<file path="src/rtl/sbic_pkg.sv">
// Shared package of the stack bytecode integer core.
// Opcode codes, status and ALU operation codes, state type, sizes and decode.
// Used by sbic_alu and stack_bytecode_integer_core_unit.
package sbic_pkg;

	localparam int STACK_DEPTH = 64;
	localparam int LOCAL_COUNT = 256;
	localparam int MAX_ARRAYS  = 8;
	localparam int POOL_WORDS  = 1024;

	localparam int SP_W    = $clog2(STACK_DEPTH + 1);
	localparam int STK_AW  = $clog2(STACK_DEPTH);
	localparam int LOC_AW  = $clog2(LOCAL_COUNT);
	localparam int MADE_W  = $clog2(MAX_ARRAYS + 1);
	localparam int AIDX_W  = (MAX_ARRAYS > 1) ? $clog2(MAX_ARRAYS) : 1;
	localparam int PF_W    = $clog2(POOL_WORDS + 1);
	localparam int POOL_AW = $clog2(POOL_WORDS);

	localparam logic [7:0] OP_PUSH_CONST_LO = 8'h02;
	localparam logic [7:0] OP_PUSH_CONST_HI = 8'h08;
	localparam logic [7:0] OP_PUSH_BYTE     = 8'h10;
	localparam logic [7:0] OP_PUSH_SHORT    = 8'h11;
	localparam logic [7:0] OP_LOAD_INT      = 8'h15;
	localparam logic [7:0] OP_LOAD_REF      = 8'h19;
	localparam logic [7:0] OP_LOAD_INT_0    = 8'h1A;
	localparam logic [7:0] OP_LOAD_INT_3    = 8'h1D;
	localparam logic [7:0] OP_LOAD_REF_0    = 8'h2A;
	localparam logic [7:0] OP_LOAD_REF_3    = 8'h2D;
	localparam logic [7:0] OP_ARRAY_LOAD    = 8'h2E;
	localparam logic [7:0] OP_STORE_INT     = 8'h36;
	localparam logic [7:0] OP_STORE_REF     = 8'h3A;
	localparam logic [7:0] OP_STORE_INT_0   = 8'h3B;
	localparam logic [7:0] OP_STORE_INT_3   = 8'h3E;
	localparam logic [7:0] OP_STORE_REF_0   = 8'h4B;
	localparam logic [7:0] OP_STORE_REF_3   = 8'h4E;
	localparam logic [7:0] OP_ARRAY_STORE   = 8'h4F;
	localparam logic [7:0] OP_DUP           = 8'h59;
	localparam logic [7:0] OP_IADD          = 8'h60;
	localparam logic [7:0] OP_ISUB          = 8'h64;
	localparam logic [7:0] OP_IMUL          = 8'h68;
	localparam logic [7:0] OP_IDIV          = 8'h6C;
	localparam logic [7:0] OP_IREM          = 8'h70;
	localparam logic [7:0] OP_IINC          = 8'h84;
	localparam logic [7:0] OP_BRANCH_GE     = 8'hA2;
	localparam logic [7:0] OP_GOTO          = 8'hA7;
	localparam logic [7:0] OP_RETURN        = 8'hB1;
	localparam logic [7:0] OP_NEWARRAY      = 8'hBC;

	localparam logic [2:0] STS_OK        = 3'd0;
	localparam logic [2:0] STS_UNKNOWN   = 3'd1;
	localparam logic [2:0] STS_DIV_ZERO  = 3'd2;
	localparam logic [2:0] STS_STACK     = 3'd3;
	localparam logic [2:0] STS_POOL_FULL = 3'd4;

	typedef enum logic [2:0] {
		ALU_ADD, ALU_SUB, ALU_MUL, ALU_DIV, ALU_REM, ALU_CGE
	} alu_op_t;

	typedef enum logic [3:0] {
		S_CLR, S_IDLE, S_DEC, S_RD1, S_RD2, S_RD3, S_EXEC, S_POOL, S_WB, S_OUT
	} state_t;

	typedef struct packed {
		logic       known;
		logic [1:0] pops;
		logic [1:0] pushes;
		logic [1:0] len;
	} dec_t;

	function automatic dec_t decode(logic [7:0] op);
		dec_t d;
		d = '{known: 1'b1, pops: 2'd0, pushes: 2'd0, len: 2'd1};
		case (op) inside
			[OP_PUSH_CONST_LO:OP_PUSH_CONST_HI]: d.pushes = 2'd1;
			OP_PUSH_BYTE, OP_LOAD_INT, OP_LOAD_REF: begin
				d.pushes = 2'd1;
				d.len = 2'd2;
			end
			OP_PUSH_SHORT: begin
				d.pushes = 2'd1;
				d.len = 2'd3;
			end
			[OP_LOAD_INT_0:OP_LOAD_INT_3], [OP_LOAD_REF_0:OP_LOAD_REF_3]: d.pushes = 2'd1;
			OP_ARRAY_LOAD, OP_IADD, OP_ISUB, OP_IMUL, OP_IDIV, OP_IREM: begin
				d.pops = 2'd2;
				d.pushes = 2'd1;
			end
			OP_STORE_INT, OP_STORE_REF: begin
				d.pops = 2'd1;
				d.len = 2'd2;
			end
			[OP_STORE_INT_0:OP_STORE_INT_3], [OP_STORE_REF_0:OP_STORE_REF_3]: d.pops = 2'd1;
			OP_ARRAY_STORE: d.pops = 2'd3;
			OP_DUP: begin
				d.pops = 2'd1;
				d.pushes = 2'd2;
			end
			OP_IINC: d.len = 2'd3;
			OP_BRANCH_GE: begin
				d.pops = 2'd2;
				d.len = 2'd3;
			end
			OP_GOTO, OP_RETURN: d.len = 2'd1;
			OP_NEWARRAY: begin
				d.pops = 2'd1;
				d.pushes = 2'd1;
				d.len = 2'd2;
			end
			default: d.known = 1'b0;
		endcase
		return d;
	endfunction

endpackage

</file>
<file path="src/rtl/sbic_alu.sv">
// Shared arithmetic unit of the stack bytecode integer core.
// Add, subtract, multiply and compare finish in the cycle after start;
// divide and remainder by a 32-step restoring divider. Depends on sbic_pkg.
module sbic_alu import sbic_pkg::*; (
	input  logic        clk,
	input  logic        arst_n,
	input  logic        start,
	input  alu_op_t     op,
	input  logic [31:0] a,
	input  logic [31:0] b,
	output logic        done,
	output logic [31:0] result
);

	logic        busy_q, done_q, isrem_q, negq_q, negr_q;
	logic [4:0]  cnt_q;
	logic [31:0] rem_q, quo_q, dvs_q, res_q;
	logic [32:0] sh, diff;
	logic [31:0] rem_n, quo_n;

	always_comb begin
		sh = {rem_q, quo_q[31]};
		diff = sh - {1'b0, dvs_q};
		if (!diff[32]) begin
			rem_n = diff[31:0];
			quo_n = {quo_q[30:0], 1'b1};
		end else begin
			rem_n = sh[31:0];
			quo_n = {quo_q[30:0], 1'b0};
		end
	end

	always_ff @(posedge clk or negedge arst_n) begin
		if (!arst_n) begin
			busy_q <= 1'b0;
			done_q <= 1'b0;
			cnt_q <= '0;
		end else begin
			done_q <= 1'b0;
			if (start) begin
				cnt_q <= '0;
				if ((op == ALU_DIV || op == ALU_REM) && b != 32'd0) begin
					busy_q <= 1'b1;
				end else begin
					done_q <= 1'b1;
				end
			end else if (busy_q) begin
				cnt_q <= cnt_q + 5'd1;
				if (cnt_q == 5'd31) begin
					busy_q <= 1'b0;
					done_q <= 1'b1;
				end
			end
		end
	end

	always_ff @(posedge clk) begin
		if (start) begin
			rem_q <= '0;
			quo_q <= a[31] ? 32'd0 - a : a;
			dvs_q <= b[31] ? 32'd0 - b : b;
			negq_q <= a[31] ^ b[31];
			negr_q <= a[31];
			isrem_q <= (op == ALU_REM);
			case (op)
				ALU_ADD: res_q <= a + b;
				ALU_SUB: res_q <= a - b;
				ALU_MUL: res_q <= a * b;
				ALU_CGE: res_q <= {31'd0, $signed(a) >= $signed(b)};
				default: res_q <= 32'd0;
			endcase
		end else if (busy_q) begin
			rem_q <= rem_n;
			quo_q <= quo_n;
			if (cnt_q == 5'd31) begin
				if (isrem_q) res_q <= negr_q ? 32'd0 - rem_n : rem_n;
				else res_q <= negq_q ? 32'd0 - quo_n : quo_n;
			end
		end
	end

	assign done = done_q;
	assign result = res_q;

endmodule

</file>
<file path="config.mk">
export PLATFORM = sky130hd
export DESIGN_NAME = sbic_alu
export DESIGN_NICKNAME = d
export VERILOG_FILES = /design/src/rtl/sbic_pkg.sv /design/src/rtl/sbic_alu.sv
export SDC_FILE = /design/constraint.sdc
export NUM_CORES = 2
export LEC_CHECK = 0
export BUFFER_PORTS_ARGS = -buffer_cell sky130_fd_sc_hd__buf_4
export CORE_ASPECT_RATIO = 0.5
export CORE_UTILIZATION = 37
export DETAILED_ROUTE_END_ITERATION = 8
export PLACE_DENSITY = 0.63
export SYNTH_ARGS = -nofsm -noshare
export SYNTH_HDL_FRONTEND = slang
export SYNTH_SLANG_ARGS = --single-unit
export TNS_END_PERCENT = 30
</file>
<file path="constraint.sdc">
create_clock -name clk -period 5.7 [get_ports clk]
set_clock_uncertainty 0.15 [all_clocks]
set_input_delay 0.285 -clock clk [delete_from_list [all_inputs] [get_ports clk]]
set_output_delay 0.285 -clock clk [all_outputs]
set_load 0.02 [all_outputs]
</file>
==> flow_summary.yaml <==
sta:
  period_needed_ns: 6.67
  worst_pin_slew_ns: 1.20
  fin_tns_setup_ns: -13.54
  rsz0062_at_grt: "yes"
  period_share_pct: 117
  setup_viol: 22
  hold_viol: 0
  relSlewSlack_pct: 19.6
  setup_slack_ns: -0.972
  fmax_mhz: 150
  slew_viol_final: 0
clocking:
  cts_sinks: 138
  clk_pin_slew_ns: 0.06
  cts_root_buf: "clkbuf_16"
  htree_levels: 4
  tritoncts: "built"
  numCtsBuffers: 17
  cts.path.max_buffers: 2
  clkLatencyLatePin_ns: 0.44
floorplan:
  design.die.area_sq_um: 82700
  io_pins: 103
  die_x_um: 406
  row_count: 73
  core_area_sq_um: 80000
  die_h_um: 204
  start_util_pct: 37.7
outcome:
  status: "complete, but fails checks"
  violations: "negative setup slack"
critical_path:
  slowest_stage: "fa_1"
  cp-start-kind: "input pin"
  worstPathMaxFanout: 5
  path_delay_family: "adder cells"
  crit_path_max_incr_delay_ns: 0.59
  end_kind: "register"
  critical_path_arrival_ns: 6.69
  cpMostUsedCell: "fa_1"
  required_ns: 5.72
  crit_type: "in2reg"
  cp_num_buf_inv: 6
cells_and_area:
  final_cell_count_no_fill: 4989
  multi_input_comb_area_sq_um: 24500
  final_cell_mix: "474 x inv_1, 423 x buf_4, 378 x fa_1"
  nets: 4593
  nFillCells: 7792
  area_growth_pct: 20.6
  layout-drive-gt1-share_pct: 18.5
  regArea_sq_um: 3790
  finalCoreUtilization_pct: 45.4
  final_common_cell: "inv_1"
synthesis:
  synth_cell_types: 86
  ys_seq_area_share_pct: 12.6
  async_flop_share_pct: 5.07
  mappedNetlistNets: 4299
  synth_ff_type: "edfxtp_1"
  ys_seq_elements: 138
  syn_inst: 3594
  yosysWarnings: 0
  syn_area_sq_um: 30200
  post_synth.cell_area_avg_sq_um: 8.39
  synth_edf_count: 99
global_route:
  grt_max_degree: 80
  grt_pass1_vias: 27700
  overflow: 0
  antenna_found_initial: 5
  grt_pass1_wl_um: 169000
  globalRouteTotalUtil_pct: 26.8
min_path:
  hp-class: "in2async"
placed_design:
  dp_hpwl_um: 91200
  io_buffers: 102
  gp_congestion: 0.971
  post-place-ws_ns: -1.85
  dp_cells: 4936
route:
  drc: 0
  vias: 27300
  totalWireLength_um: 111000
  dr.pass1.iters: 6
  ant_nets: 0
  routedWlPerCell_um: 22.3
  via_per_inst: 5.47
  dr.first_iter.drc_count: 2737
job:
  cap_violations: 0
## area by class of cell
type | count | area share, %
repair buffers | 483 | 11.5
multi-input cells | 2749 | 67.5
flip-flops and latches | 138 | 10.4
clock inverters | 12 | 0.478
well taps | 1087 | 3.74
clock buffers | 20 | 1.20
diodes | 1 | 0.00688
inverters | 499 | 5.16
## synthesized netlist by cell type, types with 8 or more instances
master | number | area, sq um
clkbuf_1 | 185 | 694
o41ai_1 | 23 | 201
a22oi_1 | 18 | 135
o211ai_1 | 25 | 188
a21oi_1 | 168 | 841
nand3_1 | 45 | 225
nand4_1 | 22 | 138
nor2b_1 | 28 | 175
o21a_1 | 28 | 210
o221ai_1 | 8 | 70.1
a311oi_1 | 9 | 78.8
xnor2_1 | 161 | 1410
a211oi_1 | 40 | 300
buf_1 | 12 | 45.0
nand2b_1 | 28 | 175
and3_1 | 18 | 113
o21ai_0 | 138 | 691
o22ai_1 | 23 | 144
a211o_1 | 13 | 114
and2_1 | 264 | 1650
or3_1 | 36 | 225
or2_2 | 9 | 56.3
nor4_1 | 20 | 125
nor3_1 | 44 | 220
mux2i_1 | 37 | 370
fa_1 | 411 | 8230
edfxtp_1 | 99 | 2970
dfxtp_1 | 32 | 641
inv_1 | 495 | 1860
ha_1 | 224 | 2800
xor2_1 | 80 | 701
a31oi_1 | 23 | 144
nand2_1 | 364 | 1370
o31ai_1 | 34 | 255
o21bai_1 | 14 | 105
a21o_1 | 32 | 240
mux2_2 | 9 | 101
buf_2 | 10 | 50.1
nor2_1 | 248 | 931
or4_1 | 11 | 82.6
## repair_timing
action	4_1_cts	5_1_grt
pin swaps	65	89
gates resized for setup	129	129
gates cloned	0	4
buffers inserted	9	7
setup endpoints to repair	22	22
endpoints found under the hold margin	7	0
hold buffers	1	0
## logic make-up after synthesis
family	synth area share (%)
AOI/OAI and AO/OA	14.6
DFF	12.6
buffers and inverters	8.85
and+or+nand+nor	18.9
muxes	1.56
xor gates and xnor gates	7.00
adders and majority gates	36.6
## metal layers
metal  routed length (um)  track usage, %  part of all wire (%)  vias to the layer above
met4                 3670            7.05                   3.3                        6
li1                     -               -                     -                    12400
met2                48700            42.0                    44                     1100
met5                   43               0                 0.039                        -
met3                 9540            4.23                   8.6                      174
met1                49500            38.4                    44                    13600
## worst register-to-register path, delay by kind of cell, from the launching register on
family,cells,cell delay [ns]
buffers and inverters,5,0.58
flip-flops,1,0.45
AO/OA/AOI/OAI,6,1.44
adder cells (fa/ha/maj),3,0.79
AND/OR/NAND/NOR,8,1.74
multiplexers,1,0.34
## final timing paths
kind | startpoint | endpoint | slack, ns | cells past startpoint
setup / recovery | a[6] | result[31]$_DFFE_PP_ | -0.97 | 25
hold / removal | arst_n | cnt_q[1]$_DFFE_PN0P_ | 0.04 | 2
setup reg to reg | quo_q[31]$_DFFE_PP_ | result[30]$_DFFE_PP_ | -0.04 | 23
hold reg to reg | rem_q[30]$_SDFFE_PP0P_ | rem_q[30]$_SDFFE_PP0P_ | 0.35 | 2
max in group asynchronous | arst_n | busy_q$_DFFE_PN0P_ | 5.22 | 2
min in group clk | op[2] | isrem_q$_DFFE_PP_ | 0.15 | 2
## flip-flops by register name, indices dropped and copies added (netlist names), 5 cells and up
register,flops
dvs_q,32
quo_q,32
rem_q,32
result,32
cnt_q,5
## per-stage QoR
step / hold slack (ns) / cell area (sq um)
global route: 0.0521 / 36400
CTS: 0.0236 / 35700
global placement: -0.0486 / 34400
floorplan: -0.161 / 30300
finish: 0.0398 / 36400
detailed placement: -0.0436 / 34400
Power is not shown: default switching activity piles up to over one toggle a cycle in this logic, so the estimate is an artifact.
